===== src/hw/rtl/lfdr_byte_ram.sv =====
// Single write port, single read port byte memory with registered read data.
module lfdr_byte_ram #(
   parameter int DEPTH = 504,
   parameter int AW    = 9
) (
   input  logic          clock,
   input  logic          wr_en,
   input  logic [AW-1:0] wr_addr,
   input  logic [7:0]    wr_data,
   input  logic          rd_en,
   input  logic [AW-1:0] rd_addr,
   output logic [7:0]    rd_data
);

   logic [7:0] mem [DEPTH];
   logic [7:0] rd_data_ff;

   always_ff @(posedge clock) begin
      if (wr_en) begin
         mem[wr_addr] <= wr_data;
      end
   end

   always_ff @(posedge clock) begin
      if (rd_en) begin
         rd_data_ff <= mem[rd_addr];
      end
   end

   assign rd_data = rd_data_ff;

endmodule


===== config.mk =====
export PLATFORM = sky130hd
export DESIGN_NAME = lfdr_byte_ram
export DESIGN_NICKNAME = d
export VERILOG_FILES = /design/src/hw/rtl/lfdr_byte_ram.sv
export SDC_FILE = /design/constraint.sdc
export NUM_CORES = 2
export LEC_CHECK = 0
export ABC_AREA = 1
export BUFFER_PORTS_ARGS = -buffer_cell sky130_fd_sc_hd__buf_2
export CAP_MARGIN = 20
export CORE_MARGIN = 2
export CORE_UTILIZATION = 40
export DETAILED_ROUTE_END_ITERATION = 10
export MAX_ROUTING_LAYER = met4
export PLACE_DENSITY_LB_ADDON = 0.08
export SLEW_MARGIN = 20
export SYNTH_ARGS = -nofsm -noshare
export SYNTH_HDL_FRONTEND = slang
export SYNTH_SLANG_ARGS = --single-unit

===== constraint.sdc =====
create_clock -name clock -period 2.6 [get_ports clock]
set_input_delay 0.52 -clock clock [delete_from_list [all_inputs] [get_ports clock]]
set_output_delay 0.52 -clock clock [all_outputs]
set_load 0.01 [all_outputs]

Word level (Yosys, flattened, before mapping)

Memories as Yosys holds them, arrays and structs flattened. A register that Yosys moved wholly into a read port is not among the register bits.
Cells that the tools add are included.

Register bits after elaboration: 0
Bits in writable memories: 4,032
Input port bits: 29
Output and inout bits: 8
Logic and storage cells: 3
Memories: 1

Memory list:

| memory | words | width | rd ports | clocked after memory_dff | write ports | line | RTL |
|---|---|---|---|---|---|---|---|
| mem    | 504   | 8     | 1        | 1                        | 1           | 15   | `logic [7:0] mem [DEPTH];` |

Multiplexer cells: 2

Operators by type and width:

| kind   | count |
|---|---|
| $mux 1 | 2 |

Longest topological paths before layout

Word-level depth: 2
Mapped depth: 16
Mapped depth without buffers: 13

Worst setup path before layout

No wires, ideal clock.

Kind: input -> register
From: input port wr_addr[1]
To: memory mem[394][0], enable pin
Setup time: 0.370 ns
Data arrival time: 1.742 ns
Data required time: 2.230 ns
Slack: 0.487 ns
Stages on the path: 7
Path buffers: 1
Cell sequence: inv_1 > nor2_1 > nand2_1 > nor2_1 > clkinv_1 > clkbuf_1 > nor2_1

RTL lines:

| element            | line | RTL |
|---|---|---|
| start: declaration | 8    | `input logic [AW-1:0] wr_addr,` |
| end: declaration   | 15   |  |

Straight into the memory's write port.

==> impl_results.md <==
* Least-Margin Pin Slew at 983 ps
* Total of max-cap violations at 0
* Power consumption at 0.143 W
* Hold_ws at 76.4 ps
* CTS HTree Levels at 5
* Clock Skew at 89.7 ps
* Area share of the leading cell type in the synthesized netlist at 0.738
* Violation count after the first detailed-route iteration at 11,600
* Total via count after detailed routing at 112,000
* Routability-driven placement congestion ratio at 0.888
* Startpoint type of the worst setup path: flop
* Top FF cell, synth: sky130_fd_sc_hd__edfxtp_1
* Average cell area after synthesis at 11.9 sq um
* Post-synthesis cell type count at 18
* Top-level I/O count at 37
* Setup TNS at 0 ps
* Final hold vios at 0
* Final routed DRC violation total at 0
* Post-layout min period at 2500 ps
* Lkg Pwr at 70.6 nW
* Power density over the cells at 729 nW/um^2
* Area added between synthesis and finish at 19.2%
* Status: finished clean
* Count of standard-cell rows at 235
* Portion of the post-synthesis area used by sequential elements at 0.738
* Proportion of register bits with asynchronous set or reset after synthesis at 0
* Global-route wire length before repair at 768 mm
* Top area cells in the synthesized netlist: sky130_fd_sc_hd__edfxtp_1, sky130_fd_sc_hd__nand3_1, sky130_fd_sc_hd__nand2_1
* Register bit count reported by yosys at 4,040
* Flop-to-flop setup slack at 100 ps
* Number of nets with antenna violations after detailed routing at 0
* Drt wl/cell at 25.7 microns
* Share of the cycle needed by the critical path after routing at 0.963
* Setup-violating endpoint count in the final report at 0
* DP Worst Slack at -884 ps
* Post-DP HPWL at 336 mm
* Type of the worst min-delay path: input port to flop
* Post-synth EDFFs at 4,040
* Slew Limit Headroom at 0.344
* Bufs on Longest Clock Path at 4
* Post CTS Setup Buffer Count at 0
* Largest net degree at the start of global routing at 111
* Commonest cells in the netlist: sky130_fd_sc_hd__nand2_1, sky130_fd_sc_hd__edfxtp_1, sky130_fd_sc_hd__nand3_1
* Initial standard-cell utilization of the core at 0.401
* Later-pin clock latency in the skew report at 1050 ps
* Standard cell core area at 409,000 sq um
* Worst Slack Setup Final at 95.5 ps
* Number of buffers added by the clock tree synthesis step at 439
* Worst Path Required at 3340 ps
* Max Clk Rate at 399 MHz
* Clock tree from TritonCTS: built
* Area of the die at 416,000 sq um
* Clk root buf: sky130_fd_sc_hd__clkbuf_16
* DIE WIDTH at 645 microns
* Mapped Cells at 13,800
* CP max FO at 1
* Final global-route overflow total at 0
* Number of sinks handled by clock tree synthesis at 4,040
* Total nets after synthesis at 13,800
* Worst Setup End Kind: flop
* PostCTS Resize Cnt at 0
* Share of final-layout standard cells stronger than drive strength 1 at 0.144
* Total wire length at 530 mm
* Number of antenna violations at the first check in global routing at 22
* Number of hold buffers added after cts at 8
* Top cell type by total area after synthesis: sky130_fd_sc_hd__edfxtp_1
* Unrepaired setup endpoints after global routing: no
* Via count of the first global-routing pass at 109,000
* Arrival @ worst endpoint at 3250 ps
* Leading cell type by number of instances after synthesis: sky130_fd_sc_hd__nand2_1
* Pre-antenna DRT Iters at 6
* Total Routing Usage GR at 0.258
* Max VDD drop at 558 uV
* Netlist area before placement at 164,000 sq um
* Port buffer count at 36
* Overall die height at 645 microns
* NumNets Final at 14,800
* Number of synthesis warnings at 0
* Classification of the worst setup path: flop to flop
* Via-per-instance ratio at 5.41
* Max-slew violation total from the final report at 0
* Clock-pin slew reported for the worst setup and hold paths after clock tree synthesis at 60 ps
-- registers in the layout, summed over array words and instances (netlist names) --
register / cells
rd_data: 8
mem: 4032
-- layout by cell type (no fill, tap or decap), types with 19 or more instances in the layout --
cell type	synthesis	layout
sky130_fd_sc_hd__nand3_1	3856	3856
sky130_fd_sc_hd__buf_12	0	322
sky130_fd_sc_hd__clkinv_1	2	96
sky130_fd_sc_hd__nor2_1	652	650
sky130_fd_sc_hd__inv_1	82	79
sky130_fd_sc_hd__o21ai_0	78	78
sky130_fd_sc_hd__edfxtp_1	4040	4040
sky130_fd_sc_hd__buf_4	170	1187
sky130_fd_sc_hd__bufinv_16	0	36
sky130_fd_sc_hd__clkbuf_16	0	449
sky130_fd_sc_hd__clkinvlp_4	0	19
sky130_fd_sc_hd__buf_2	458	22
sky130_fd_sc_hd__clkinv_2	0	85
sky130_fd_sc_hd__clkbuf_1	226	98
sky130_fd_sc_hd__nand2_1	4068	4053
-- worst paths after layout --
kind / from / endpoint / cells after the start
worst max-delay path: mem[355][2]$_DFFE_PP_ / rd_data[2]$_DFFE_PP_ / 11
worst min-delay path: wr_data[5] / mem[237][5]$_DFFE_PP_ / 1
worst max register to register: mem[355][2]$_DFFE_PP_ / rd_data[2]$_DFFE_PP_ / 11
worst min register to register: mem[122][3]$_DFFE_PP_ / rd_data[3]$_DFFE_PP_ / 10
-- metal layers --
metal  vias to the layer above  track usage  wire, microns
met2                      3857        0.409         251000
li1                      51100            -              -
met4                         0       0.0566          12100
met3                       652       0.0305          33600
met1                     56100        0.360         234000
met5                         -            -              0
-- per-stage QoR --
step,instances,area [sq um],util
6_report,20600,196000,0.479
5_1_grt,20600,196000,0.479
4_1_cts,20600,196000,0.479
3_5_place_dp,19800,182000,0.444
3_3_place_gp,19800,182000,0.444
2_1_floorplan,13800,164000,-
-- power by group --
part | switching (W) | total [W] | internal [W]
Sequential | 0.0000307 | 0.0718 | 0.0717
Clock | 0.0260 | 0.0611 | 0.0351
Combinational | 0.00698 | 0.00995 | 0.00296
Total | 0.0330 | 0.143 | 0.110
-- critical path, cell delays in order (launching register included) --
cell and delay, ps:
sky130_fd_sc_hd__edfxtp_1 380, sky130_fd_sc_hd__nand2_1 80, sky130_fd_sc_hd__nand3_1 70, sky130_fd_sc_hd__nand3_1 160, sky130_fd_sc_hd__nand3_1 160, sky130_fd_sc_hd__nand3_1 200
sky130_fd_sc_hd__nand3_1 220, sky130_fd_sc_hd__buf_12 190, sky130_fd_sc_hd__nand3_1 220, sky130_fd_sc_hd__nand3_1 110, sky130_fd_sc_hd__nand3_1 360, sky130_fd_sc_hd__nand2_1 90
-- logic make-up after synthesis --
| logic type | Yosys count | share of synthesized area |
|---|---|---|
| DFF | 4040 | 0.738 |
| buffers and inverters | 1053 | 0.0330 |
| AOI/OAI and AO/OA | 98 | 0.00308 |
| and+or+nand+nor | 8587 | 0.226 |
-- cell type report --
class,instances,area [sq um]
clock inverters,261,2370
multi-input cells,8685,37700
flip-flops and latches,4040,121000
well taps,5451,6820
repair buffers,1551,15700
inverters,87,384
diodes,7,17.5
clock buffers,547,11600
fillers,36500,213000
Power figures use the tool's default switching activity.
